===== config.mk =====
export PLATFORM = sky130hd
export DESIGN_NAME = multichannel_window_average_slew_unit
export DESIGN_NICKNAME = d
export VERILOG_FILES = /design/src/rtl/core/mwas_pkg.sv /design/src/rtl/core/mwas_ram.sv /design/src/rtl/core/multichannel_window_average_slew_unit.sv
export VERILOG_INCLUDE_DIRS = /design/src /design/src/rtl/core
export SDC_FILE = /design/constraint.sdc
export NUM_CORES = 2
export LEC_CHECK = 0
export ABC_AREA = 1
export BUFFER_PORTS_ARGS = -buffer_cell sky130_fd_sc_hd__buf_2
export CORE_ASPECT_RATIO = 0.5
export CORE_UTILIZATION = 46
export DETAILED_ROUTE_END_ITERATION = 10
export PLACE_DENSITY = 0.65
export SYNTH_ARGS = -nofsm -noshare
export SYNTH_HDL_FRONTEND = slang
export SYNTH_HIERARCHICAL = 1
export SYNTH_SLANG_ARGS = --single-unit

===== constraint.sdc =====
create_clock -name aclk -period 37.4 [get_ports aclk]
set_clock_uncertainty 0.2 [all_clocks]
set_input_delay 1.87 -clock aclk [delete_from_list [all_inputs] [get_ports aclk]]
set_output_delay 1.87 -clock aclk [all_outputs]
set_load 0.01 [all_outputs]

===== src/rtl/core/assert_macros.svh =====
// ----------------------------------------------------------------------------
// assert_macros.svh
// Concurrent assertion helpers shared by the core RTL.
// ----------------------------------------------------------------------------
`ifndef ASSERT_MACROS_SVH
`define ASSERT_MACROS_SVH

// same-cycle implication, disabled while reset is asserted
`define ASSERT_IMPLIES(label, clk, rstn, ante, cons) \
    label: assert property (@(posedge clk) disable iff (!(rstn)) (ante) |-> (cons)) \
        else $error("assertion failed");

// next-cycle implication, disabled while reset is asserted
`define ASSERT_NEXT(label, clk, rstn, ante, cons) \
    label: assert property (@(posedge clk) disable iff (!(rstn)) (ante) |=> (cons)) \
        else $error("assertion failed");

`endif


===== src/rtl/core/mwas_pkg.sv =====
// ----------------------------------------------------------------------------
// mwas_pkg
// Shared types and constants of the window average / slew unit.
// ----------------------------------------------------------------------------
package mwas_pkg;

    localparam int SAMPLE_W   = 16;
    localparam int NUM_LANES  = 8;
    localparam int TDATA_W    = SAMPLE_W * NUM_LANES;
    localparam int DRIFT_W    = 15;
    localparam int APB_ADDR_W = 3;
    localparam int APB_DATA_W = 32;
    localparam int REG_IDX_W  = 1;

    localparam logic [REG_IDX_W-1:0] REG_RATE_EN = 1'd0;
    localparam logic [REG_IDX_W-1:0] REG_DRIFT   = 1'd1;

    localparam logic [DRIFT_W-1:0] DRIFT_RST = 15'd16;

    typedef logic signed [SAMPLE_W-1:0] sample_t;

endpackage


===== src/rtl/core/mwas_ram.sv =====
// ----------------------------------------------------------------------------
// mwas_ram
// Simple dual-port RAM, one write port, one read port, registered read
// (read-first when both ports hit the same address).
// ----------------------------------------------------------------------------
module mwas_ram #(
    parameter int WIDTH = 128,
    parameter int DEPTH = 8
) (
    input  logic                             clk,
    input  logic                             wr_en,
    input  logic [$clog2(DEPTH)-1:0]         wr_addr,
    input  logic [WIDTH-1:0]                 wr_data,
    input  logic                             rd_en,
    input  logic [$clog2(DEPTH)-1:0]         rd_addr,
    output logic [WIDTH-1:0]                 rd_data
);

    logic [WIDTH-1:0] mem [DEPTH];

    always_ff @(posedge clk) begin
        if (rd_en) begin
            rd_data <= mem[rd_addr];
        end
        if (wr_en) begin
            mem[wr_addr] <= wr_data;
        end
    end

endmodule


===== src/rtl/core/multichannel_window_average_slew_unit.sv =====
// ----------------------------------------------------------------------------
// multichannel_window_average_slew_unit
// Per-channel moving average over WINDOW frames with optional slew limit.
// ----------------------------------------------------------------------------
// One frame (CHANNELS signed samples) is taken per cycle while s_tready is
// high, and one result is returned per frame. The pipeline is: frame RAM
// read of the oldest row, running-sum update, reciprocal multiply, quotient
// correction, baseline update into the output register. Each stage moves on
// its own, so the input keeps taking frames while a result waits on m_tready,
// until all five stages hold a frame. The frame RAM has no clearing pass
// after reset: the oldest row is only subtracted once WINDOW frames have
// been seen. Until then ready (m_tuser) is 0 and the baselines read zero.
`include "assert_macros.svh"

module multichannel_window_average_slew_unit
    import mwas_pkg::*;
#(
    parameter int WINDOW   = 8,
    parameter int CHANNELS = 8
) (
    input  logic                  aclk,
    input  logic                  aresetn,
    // input frame
    input  logic                  s_tvalid,
    output logic                  s_tready,
    input  logic [TDATA_W-1:0]    s_tdata,   // sample_0 .. sample_7, 16 bits each
    // result
    output logic                  m_tvalid,
    input  logic                  m_tready,
    output logic [TDATA_W-1:0]    m_tdata,   // baseline_0 .. baseline_7, 16 bits each
    output logic [0:0]            m_tuser,   // ready_res
    // configuration
    input  logic                  psel,
    input  logic                  penable,
    input  logic                  pwrite,
    input  logic [APB_ADDR_W-1:0] paddr,
    input  logic [APB_DATA_W-1:0] pwdata,
    output logic [APB_DATA_W-1:0] prdata,
    output logic                  pready
);

    localparam int LANE_W = CHANNELS * SAMPLE_W;
    localparam int PTR_W  = $clog2(WINDOW);
    localparam int CNT_W  = $clog2(WINDOW + 2);
    localparam int SUM_W  = SAMPLE_W + $clog2(WINDOW);
    localparam int PROD_W = 2 * SUM_W;
    localparam logic [SUM_W-1:0] RECIP = SUM_W'((64'd1 << SUM_W) / WINDOW);
    localparam logic [SUM_W-1:0] WIN_S = SUM_W'(WINDOW);
    localparam logic [CNT_W-1:0] WIN_C = CNT_W'(WINDOW);
    localparam logic [PTR_W-1:0] PTR_LAST = PTR_W'(WINDOW - 1);

    // ---------------- configuration ----------------
    logic                  rate_en_reg;
    logic [DRIFT_W-1:0]    drift_reg;
    logic [REG_IDX_W-1:0]  cfg_idx;
    logic                  cfg_wr;

    assign cfg_idx = paddr[APB_ADDR_W-1:2];
    assign cfg_wr  = psel && penable && pwrite && pready;
    assign pready  = 1'b1;

    always_ff @(posedge aclk) begin
        if (!aresetn) begin
            rate_en_reg <= 1'b0;
            drift_reg   <= DRIFT_RST;
        end else if (cfg_wr) begin
            case (cfg_idx)
                REG_RATE_EN: rate_en_reg <= pwdata[0];
                REG_DRIFT:   drift_reg   <= pwdata[DRIFT_W-1:0];
                default: ;
            endcase
        end
    end

    always_comb begin
        case (cfg_idx)
            REG_RATE_EN: prdata = {{(APB_DATA_W-1){1'b0}}, rate_en_reg};
            REG_DRIFT:   prdata = {{(APB_DATA_W-DRIFT_W){1'b0}}, drift_reg};
            default:     prdata = '0;
        endcase
    end

    // ---------------- stage flow control ----------------
    logic a_valid_reg, b_valid_reg, c_valid_reg, d_valid_reg, o_valid_reg;
    logic take_a, take_b, take_c, take_d, take_out;
    logic s_accept;

    assign take_out = !o_valid_reg || m_tready;
    assign take_d   = !d_valid_reg || take_out;
    assign take_c   = !c_valid_reg || take_d;
    assign take_b   = !b_valid_reg || take_c;
    assign take_a   = !a_valid_reg || take_b;
    assign s_tready = take_a;
    assign s_accept = s_tvalid && take_a;

    always_ff @(posedge aclk) begin
        if (!aresetn) begin
            a_valid_reg <= 1'b0;
            b_valid_reg <= 1'b0;
            c_valid_reg <= 1'b0;
            d_valid_reg <= 1'b0;
            o_valid_reg <= 1'b0;
        end else begin
            if (take_a)   a_valid_reg <= s_tvalid;
            if (take_b)   b_valid_reg <= a_valid_reg;
            if (take_c)   c_valid_reg <= b_valid_reg;
            if (take_d)   d_valid_reg <= c_valid_reg;
            if (take_out) o_valid_reg <= d_valid_reg;
        end
    end

    // ---------------- stage A: frame RAM ----------------
    logic [PTR_W-1:0]  ptr_reg;
    logic [LANE_W-1:0] a_data_reg;
    logic [LANE_W-1:0] a_old;

    // write the new row and read the row it replaces at the same address
    mwas_ram #(
        .WIDTH (LANE_W),
        .DEPTH (WINDOW)
    ) u_frame_ram (
        .clk     (aclk),
        .wr_en   (s_accept),
        .wr_addr (ptr_reg),
        .wr_data (s_tdata[LANE_W-1:0]),
        .rd_en   (s_accept),
        .rd_addr (ptr_reg),
        .rd_data (a_old)
    );

    always_ff @(posedge aclk) begin
        if (!aresetn) begin
            ptr_reg <= '0;
        end else if (s_accept) begin
            ptr_reg <= (ptr_reg == PTR_LAST) ? '0 : ptr_reg + 1'b1;
        end
    end

    always_ff @(posedge aclk) begin
        if (s_accept) begin
            a_data_reg <= s_tdata[LANE_W-1:0];
        end
    end

    // ---------------- stage B: running sums ----------------
    logic [CNT_W-1:0]        cnt_reg;
    logic [CNT_W-1:0]        cnt_next;
    logic                    full_before;
    logic signed [SUM_W-1:0] sum_reg  [CHANNELS];
    logic signed [SUM_W-1:0] sum_next [CHANNELS];
    logic signed [SUM_W-1:0] b_sum_reg [CHANNELS];
    logic                    b_ready_reg, b_limit_reg;
    logic                    a_move;

    assign a_move      = a_valid_reg && take_b;
    assign full_before = cnt_reg >= WIN_C;
    assign cnt_next    = (cnt_reg <= WIN_C) ? cnt_reg + 1'b1 : cnt_reg;

    always_comb begin
        logic [SAMPLE_W-1:0] new_s;
        logic [SAMPLE_W-1:0] old_s;
        logic [SUM_W-1:0]    old_ext;
        for (int c = 0; c < CHANNELS; c++) begin
            new_s   = a_data_reg[c*SAMPLE_W +: SAMPLE_W];
            old_s   = a_old[c*SAMPLE_W +: SAMPLE_W];
            old_ext = full_before ? {{(SUM_W-SAMPLE_W){old_s[SAMPLE_W-1]}}, old_s} : '0;
            sum_next[c] = sum_reg[c]
                        + $signed({{(SUM_W-SAMPLE_W){new_s[SAMPLE_W-1]}}, new_s})
                        - $signed(old_ext);
        end
    end

    always_ff @(posedge aclk) begin
        if (!aresetn) begin
            cnt_reg <= '0;
            for (int c = 0; c < CHANNELS; c++) begin
                sum_reg[c] <= '0;
            end
        end else if (a_move) begin
            cnt_reg <= cnt_next;
            for (int c = 0; c < CHANNELS; c++) begin
                sum_reg[c] <= sum_next[c];
            end
        end
    end

    always_ff @(posedge aclk) begin
        if (take_b) begin
            b_ready_reg <= cnt_next >= WIN_C;
            b_limit_reg <= rate_en_reg && (cnt_next > WIN_C);
            for (int c = 0; c < CHANNELS; c++) begin
                b_sum_reg[c] <= sum_next[c];
            end
        end
    end

    // ---------------- stage C: reciprocal multiply ----------------
    logic [SAMPLE_W-1:0] c_q0_reg  [CHANNELS];
    logic [SUM_W-1:0]    c_mag_reg [CHANNELS];
    logic                c_neg_reg [CHANNELS];
    logic                c_ready_reg, c_limit_reg;

    always_ff @(posedge aclk) begin
        logic [SUM_W-1:0]  mag;
        logic [PROD_W-1:0] prod;
        if (take_c) begin
            c_ready_reg <= b_ready_reg;
            c_limit_reg <= b_limit_reg;
            for (int c = 0; c < CHANNELS; c++) begin
                mag  = b_sum_reg[c][SUM_W-1] ? SUM_W'(-b_sum_reg[c]) : SUM_W'(b_sum_reg[c]);
                prod = PROD_W'(mag) * PROD_W'(RECIP);
                c_q0_reg[c]  <= prod[SUM_W +: SAMPLE_W];
                c_mag_reg[c] <= mag;
                c_neg_reg[c] <= b_sum_reg[c][SUM_W-1];
            end
        end
    end

    // ---------------- stage D: quotient correction, sign ----------------
    sample_t d_mean_reg [CHANNELS];
    logic    d_ready_reg, d_limit_reg;

    always_ff @(posedge aclk) begin
        logic [SUM_W-1:0]    rem;
        logic [SAMPLE_W-1:0] q;
        if (take_d) begin
            d_ready_reg <= c_ready_reg;
            d_limit_reg <= c_limit_reg;
            for (int c = 0; c < CHANNELS; c++) begin
                // reciprocal estimate is exact or one low
                rem = c_mag_reg[c] - SUM_W'(c_q0_reg[c]) * WIN_S;
                q   = (rem >= WIN_S) ? c_q0_reg[c] + 1'b1 : c_q0_reg[c];
                d_mean_reg[c] <= c_neg_reg[c] ? sample_t'(-q) : sample_t'(q);
            end
        end
    end

    // ---------------- output: baseline update ----------------
    sample_t             base_reg  [CHANNELS];
    sample_t             base_next [CHANNELS];
    logic [TDATA_W-1:0]  o_data_reg;
    logic [TDATA_W-1:0]  o_data_next;
    logic                o_ready_reg;
    logic                d_move;

    assign d_move = d_valid_reg && take_out;

    always_comb begin
        logic signed [SAMPLE_W:0] diff;
        logic [SAMPLE_W:0]        dmag;
        logic [SAMPLE_W:0]        step;
        o_data_next = '0;
        for (int c = 0; c < CHANNELS; c++) begin
            diff = {d_mean_reg[c][SAMPLE_W-1], d_mean_reg[c]}
                 - {base_reg[c][SAMPLE_W-1], base_reg[c]};
            dmag = diff[SAMPLE_W] ? (SAMPLE_W+1)'(-diff) : (SAMPLE_W+1)'(diff);
            step = {{(SAMPLE_W+1-DRIFT_W){1'b0}}, drift_reg};
            if (!d_ready_reg) begin
                base_next[c] = base_reg[c];
            end else if (!d_limit_reg || (dmag < step)) begin
                base_next[c] = d_mean_reg[c];
            end else if (diff[SAMPLE_W]) begin
                base_next[c] = sample_t'({base_reg[c][SAMPLE_W-1], base_reg[c]} - step);
            end else begin
                base_next[c] = sample_t'({base_reg[c][SAMPLE_W-1], base_reg[c]} + step);
            end
            o_data_next[c*SAMPLE_W +: SAMPLE_W] = base_next[c];
        end
    end

    always_ff @(posedge aclk) begin
        if (!aresetn) begin
            for (int c = 0; c < CHANNELS; c++) begin
                base_reg[c] <= '0;
            end
        end else if (d_move) begin
            for (int c = 0; c < CHANNELS; c++) begin
                base_reg[c] <= base_next[c];
            end
        end
    end

    always_ff @(posedge aclk) begin
        if (take_out) begin
            o_ready_reg <= d_ready_reg;
            o_data_reg  <= o_data_next;
        end
    end

    assign m_tvalid   = o_valid_reg;
    assign m_tdata    = o_data_reg;
    assign m_tuser[0] = o_ready_reg;

    // ---------------- checks ----------------
    `ASSERT_IMPLIES(a_cnt_bound, aclk, aresetn, 1'b1, cnt_reg <= CNT_W'(WINDOW + 1))
    `ASSERT_IMPLIES(a_idle_zero, aclk, aresetn, m_tvalid && !m_tuser[0], m_tdata == '0)
    `ASSERT_IMPLIES(a_empty_takes, aclk, aresetn, !a_valid_reg, s_tready)
    `ASSERT_NEXT(a_out_loads, aclk, aresetn, d_valid_reg && take_out, m_tvalid)

endmodule

## Yosys cells after proc, flatten, opt, wreduce, memory -nomap -nowiden

Memories as Yosys holds them, arrays and structs flattened. A register that Yosys moved wholly into a read port is not among the register bits.
Cells that the tools add are included.

- Bits in registers: 291
- Memory bits (writable): 1872
- Input port bits: 170
- Word-level logic and storage cells: 271
- Memories kept: 8

Memory list:

| memory | depth | width | read ports | clocked after Yosys merged registers in | write ports | RTL line | source |
|---|---|---|---|---|---|---|---|
| u_frame_ram.mem | 8 | 128 | 1 | 1 | 1 | mwas_ram.sv:19 | `logic [WIDTH-1:0] mem [DEPTH];` |
| b_sum_reg | 8 | 19 | 8 | 0 | 8 | multichannel_window_average_slew_unit.sv:151 | `logic signed [SUM_W-1:0] b_sum_reg [CHANNELS];` |
| c_mag_reg | 8 | 19 | 8 | 0 | 8 | multichannel_window_average_slew_unit.sv:199 | `logic [SUM_W-1:0] c_mag_reg [CHANNELS];` |
| sum_reg | 8 | 19 | 8 | 0 | 8 | multichannel_window_average_slew_unit.sv:149 | `logic signed [SUM_W-1:0] sum_reg [CHANNELS];` |
| base_reg | 8 | 16 | 8 | 0 | 8 | multichannel_window_average_slew_unit.sv:239 | `sample_t base_reg [CHANNELS];` |
| c_q0_reg | 8 | 16 | 8 | 0 | 8 | multichannel_window_average_slew_unit.sv:198 | `logic [SAMPLE_W-1:0] c_q0_reg [CHANNELS];` |
| 2 more memories | n/a | n/a | n/a | n/a | n/a | n/a |  |

- Add/subtract/negate cells: 82
- $lt $le $gt $ge: 20
- Eq/ne operators: 1
- Multiplexer cells: 98
- Bitwise gates (word level): 17
- Reduce and logical (&&, ||, !) cells: 27

Operator list:

| kind | number |
|---|---|
| 16-bit 2-to-1 mux | 48 |
| 19-bit 2-to-1 mux | 24 |
| 19-bit subtractor | 16 |
| 19-bit by 16-bit adder with 19-bit output | 8 |
| 19-bit by 4-bit greater-or-equal comparator with 1-bit output (second input constant) | 8 |
| 19-bit negator | 8 |
| 17-bit by 15-bit less-than comparator with 1-bit output | 8 |
| 17-bit 2-to-1 mux | 8 |
| 17-bit negator | 8 |
| 16-bit by 16-bit subtractor with 17-bit output | 8 |
| 16-bit by 1-bit adder with 16-bit output (second input constant) | 8 |
| 16-bit adder | 8 |
| 16-bit negator | 8 |
| 16-bit subtractor | 8 |
| 32-bit case mux with 2 select lines | 1 |
| 1-bit OR | 16 |
| 1-bit 2-to-1 mux | 15 |
| 1-bit logical OR | 13 |
| 4-bit greater-or-equal comparator (second input constant) | 2 |
| 1-bit logical AND | 6 |
| 1-bit zero test | 6 |
| 4-bit by 1-bit adder with 4-bit output (second input constant) | 1 |
| 4-bit > comparator (second input constant) | 1 |
| 4-bit <= comparator (second input constant) | 1 |
| 6 further kinds | 7 |

## Longest topological paths before layout

- Depth after elaboration: 10
- Gate-level depth with buffers: 34
- Mapped depth without buffers: 33

## Cells and area by module

The synthesis kept the hierarchy.

By module, submodules not included:

| module | times used | cells an instance | area an instance (sq um) | seq. area each (sq um) |
|---|---|---|---|---|
| multichannel_window_average_slew_unit | 1 | 9108 | 74158.6 | 29358.2 |
| mwas_ram | 1 | 4570 | 48358.9 | 34593.2 |

## Least setup slack after synthesis

No wires, ideal clock.

- Kind: input-to-reg
- Start: input m_tready
- End: memory u_frame_ram.mem[1][0] (enable)
- Arrival time: 31.613 ns
- Required time: 36.582 ns
- Slack: 4.969 ns
- Stages on the path: 12
- Buffers on the path: 0
- Path through: nor2_1 -> inv_1 -> nor2_1 -> inv_1 -> nor2_1 -> inv_1 -> nor2_1 -> inv_1 -> nor2_1 -> nor2_1 -> nand2_1 -> nor2_1

- Word-level cells in the longest chain between the ends: 8

RTL lines:

| element | RTL line | source |
|---|---|---|
| from (decl) | multichannel_window_average_slew_unit.sv:29 | `input logic m_tready,` |
| 1-bit logical OR | multichannel_window_average_slew_unit.sv:88 | `assign take_out = !o_valid_reg \|\| m_tready;` |
| 1-bit logical OR | multichannel_window_average_slew_unit.sv:89 | `assign take_d = !d_valid_reg \|\| take_out;` |
| net take_d | multichannel_window_average_slew_unit.sv:85 | `logic take_a, take_b, take_c, take_d, take_out;` |
| 1-bit logical OR | multichannel_window_average_slew_unit.sv:90 | `assign take_c = !c_valid_reg \|\| take_d;` |
| net take_c | multichannel_window_average_slew_unit.sv:85 |  |
| 1-bit logical OR | multichannel_window_average_slew_unit.sv:91 | `assign take_b = !b_valid_reg \|\| take_c;` |
| net take_b | multichannel_window_average_slew_unit.sv:85 |  |
| 1-bit logical OR | multichannel_window_average_slew_unit.sv:92 | `assign take_a = !a_valid_reg \|\| take_b;` |
| 1-bit logical AND | multichannel_window_average_slew_unit.sv:94 | `assign s_accept = s_tvalid && take_a;` |
| net s_accept | multichannel_window_average_slew_unit.sv:86 | `logic s_accept;` |
| 1-bit 2-to-1 mux | mwas_ram.sv:25 | `if (wr_en) begin` |
| 1-bit 2-to-1 mux (implied by the code) | mwas_ram.sv:26 | `mem[wr_addr] <= wr_data;` |
| to (decl) | mwas_ram.sv:19 |  |

The timed path passes the listed nets, and every way through them passes these cells.

## Final worst setup path

- Start: input m_tready
- End: memory u_frame_ram.mem[7][54] (enable)

The elaborated chain is that of the path after synthesis.

==> results.md <==
* Worst-Skew Late Latency at just under 900 ps
* CP arrival at 8530 ps
* Buffers on Ports at slightly below 300
* Worst setup EP type: register
* Total power at roughly 10 mW
* Sum Neg Setup Slack at 0 ps
* Area leader, netlist: edfxtp_1
* CP max FO at slightly above 70
* Uppermost layer routed: met5
* Post-Route M1 WL at 148.3 mm
* Max-cap violations at 0
* Unrepaired setup endpoints after global routing: no
* Final wirelength at 327.4 mm
* Vias in the first global route at between 80,000 and 90,000
* Hold WC Path Type: register to register
* WL/cell at 18.61 um
* Gpl congestion at 0.9205
* Mapped cell area at 122,500 um2
* Status: finished clean
* Routed Antenna Nets at 0
* Total gr overflow at 0
* DP HPWL at 221.5 mm
* Routed vias/inst at 5.118
* CTS Hold Bufs at 0
* Reg-to-reg setup timing slack at about 30,000 ps
* Seq cells post-synth at 2,139
* Synth cell types at 56
* Hold Slack at between 200 and 250 ps
* I/O pin cnt at approximately 330
* Final setup viols at 0
* Setup WS pre-CTS at 28,130 ps
* Worst setup SP type: input port
* Worst-margin pin slew at ~1300 ps
* Max H-tree Level at 4
* Placed cell count at 17,210
* Final period utilization at 0.2208
* Critical-path cell list: buf_2 -> nor2_1 -> inv_6 -> nor2_1 -> inv_6 -> nor2_1 -> inv_6 -> nor2_1 -> inv_6 -> nor2_1 -> nor2_4 -> buf_4 -> nand2_1 -> nor2_4 -> buf_4 -> buf_4
* WL met2 at 140.2 mm
* Final nets at 14,776
* Slew HR at 0.1508
* Die width at 731.9 um
* Largest net degree at the start of global routing at 280
* Post-CTS Resized at 0
* Asr flop ratio synth at 0
* Total GRT Usage at 0.2397
* Max reg flops at 1,024
* Initial antenna violation count at 67
* TritonCTS clock tree: built
* Syn. warnings at 6
* CP max stage cell: buf_4
* Via count at 90,069
* Die ar. at 268,500 um2
* Synth Instances at around 14,000
* Final hold viol count at 0
* Pwr dens at 76.38 nW/um2
* First-pass iteration count of the detailed router at 8
* Commonest cells in the netlist: nand2_1 (3,745), inv_1 (2,900), edfxtp_1 (2,111), nand3_1 (1,056), nor2_1 (614)
* DRC at 0
* Clock buffer count from CTS at between 200 and 250
* Avg Synthesized Cell Area at 8.957 um2
* Clock transition at path regs at approximately 60 ps
* Peak supply drop at 48.37 uV
* Non-filler cells, final at around 18,000
* Peak Freq at 121.1 MHz
* Metal3 WL at 25.83 mm
* Post-synthesis sequential area ratio at 0.5220
* Row count at 133
* Yosys top cell area share at 0.5174
* Clock Root Buffer: clkbuf_16
* Starting DRT DRC Count at about 8,000
* Initial core utilization at 0.4645
* Post-CTS Setup Bufs at 0
* Sink Count at 2,139
* Largest stage delay on the critical path at 880 ps
* Clock buffer depth at 4
* Most frequent cell after synthesis: nand2_1
* Top FF cell, synth: edfxtp_1
* Number of synthesized flops with an enable pin at 2,111
* DIE HEIGHT at 366.9 um
* Pins Over Slew Limit at 0
* Final worst slack at 29,140 ps
* Ratio of cells with drive above 1 in the final layout at 0.06414
* Worst path required time at about 38,000 ps
* Period minus WS final at 8258 ps
* First-pass GRT wire length at between 400 and 500 mm
* Core Region at approximately 260,000 um2
* Most frequent cell on the critical path: nor2_1
* Leakage at 63.45 nW
* Synthesis-to-finish area growth at 9.571%
* Top cells by area, synth: edfxtp_1 (52%), nand2_1 (11%), inv_1 (8.9%)
* Type of the worst setup path: input port to register
[cells in the final DEF, fill, tap and decap left out, types with 30 or more instances in the layout]
master / netlist / layout
nand2_1: 3745 / 3745
inv_1: 2900 / 2893
edfxtp_1: 2111 / 2111
nand3_1: 1056 / 1054
nor2_1: 614 / 605
a21oi_1: 545 / 545
ha_1: 541 / 541
xor2_1: 388 / 377
o21ai_0: 349 / 347
buf_2: 157 / 296
xnor2_1: 218 / 218
clkbuf_16: 0 / 204
fa_1: 160 / 160
nor3_1: 95 / 95
buf_4: 42 / 91
nand4_1: 65 / 65
nand2_2: 50 / 50
clkinv_1: 4 / 43
a31oi_1: 41 / 41
clkbuf_1: 161 / 34
clkinv_2: 0 / 31
o31ai_1: 30 / 30
[worst paths after layout]
path | end | start | cells after the start
setup reg to reg | u_frame_ram/mem[7][54] | m_tvalid | 16
setup / recovery | u_frame_ram/mem[7][54] | m_tready | 16
hold / removal | c_limit_reg | b_limit_reg | 0
hold reg to reg | c_limit_reg | b_limit_reg | 0
[layout make-up]
type / instances / area, um2
antenna: 24 / 60.06
clock buffer: 239 / 5246
clock inverter: 124 / 1257
fill: 23758 / 129500
inverter: 2922 / 11020
multi-input combinational: 8243 / 45950
sequential: 2139 / 63970
tap: 3510 / 4392
timing repair buffer: 396 / 2345
[per-layer routing]
metal | global-route usage | vias up
met3 | 0.03596 | 590
met1 | 0.3476 | 42444
met4 | 0.08762 | 26
met5 | 0 | -
met2 | 0.3658 | 3037
li1 | - | 43972
[worst max-delay path, delay by kind of cell]
family,cells,cell delay (ps)
buf+inv,8,4230
simple gates,8,2270
[through the flow]
| step | util | cell area (um2) |
|---|---|---|
| after detailed placement | 0.4841 | 127700 |
| final | 0.5090 | 134200 |
| after global placement | 0.4841 | 127700 |
| after floorplan | - | 122600 |
| after CTS | 0.5087 | 134200 |
| after global routing | 0.5088 | 134200 |
[report_power, final]
part	internal, mW	switching, mW
Sequential	3.12	0.333
Clock	1.16	0.924
Combinational	1.67	3.05
Total	5.95	4.31
[cells by family (layout without fill, tap and decap cells)]
logic type / count (synthesis) / count (layout) / share of synthesized area
flops: 2139 / 2139 / 0.5220
compound gates: 1112 / 1112 / 0.04972
other cells: 2 / 42 / 0.00006130
xor+xnor: 608 / 608 / 0.04359
fa+ha+maj: 701 / 701 / 0.08139
buf+inv: 3312 / 3681 / 0.1054
simple gates: 5804 / 5804 / 0.1978
Power figures use the tool's default switching activity.
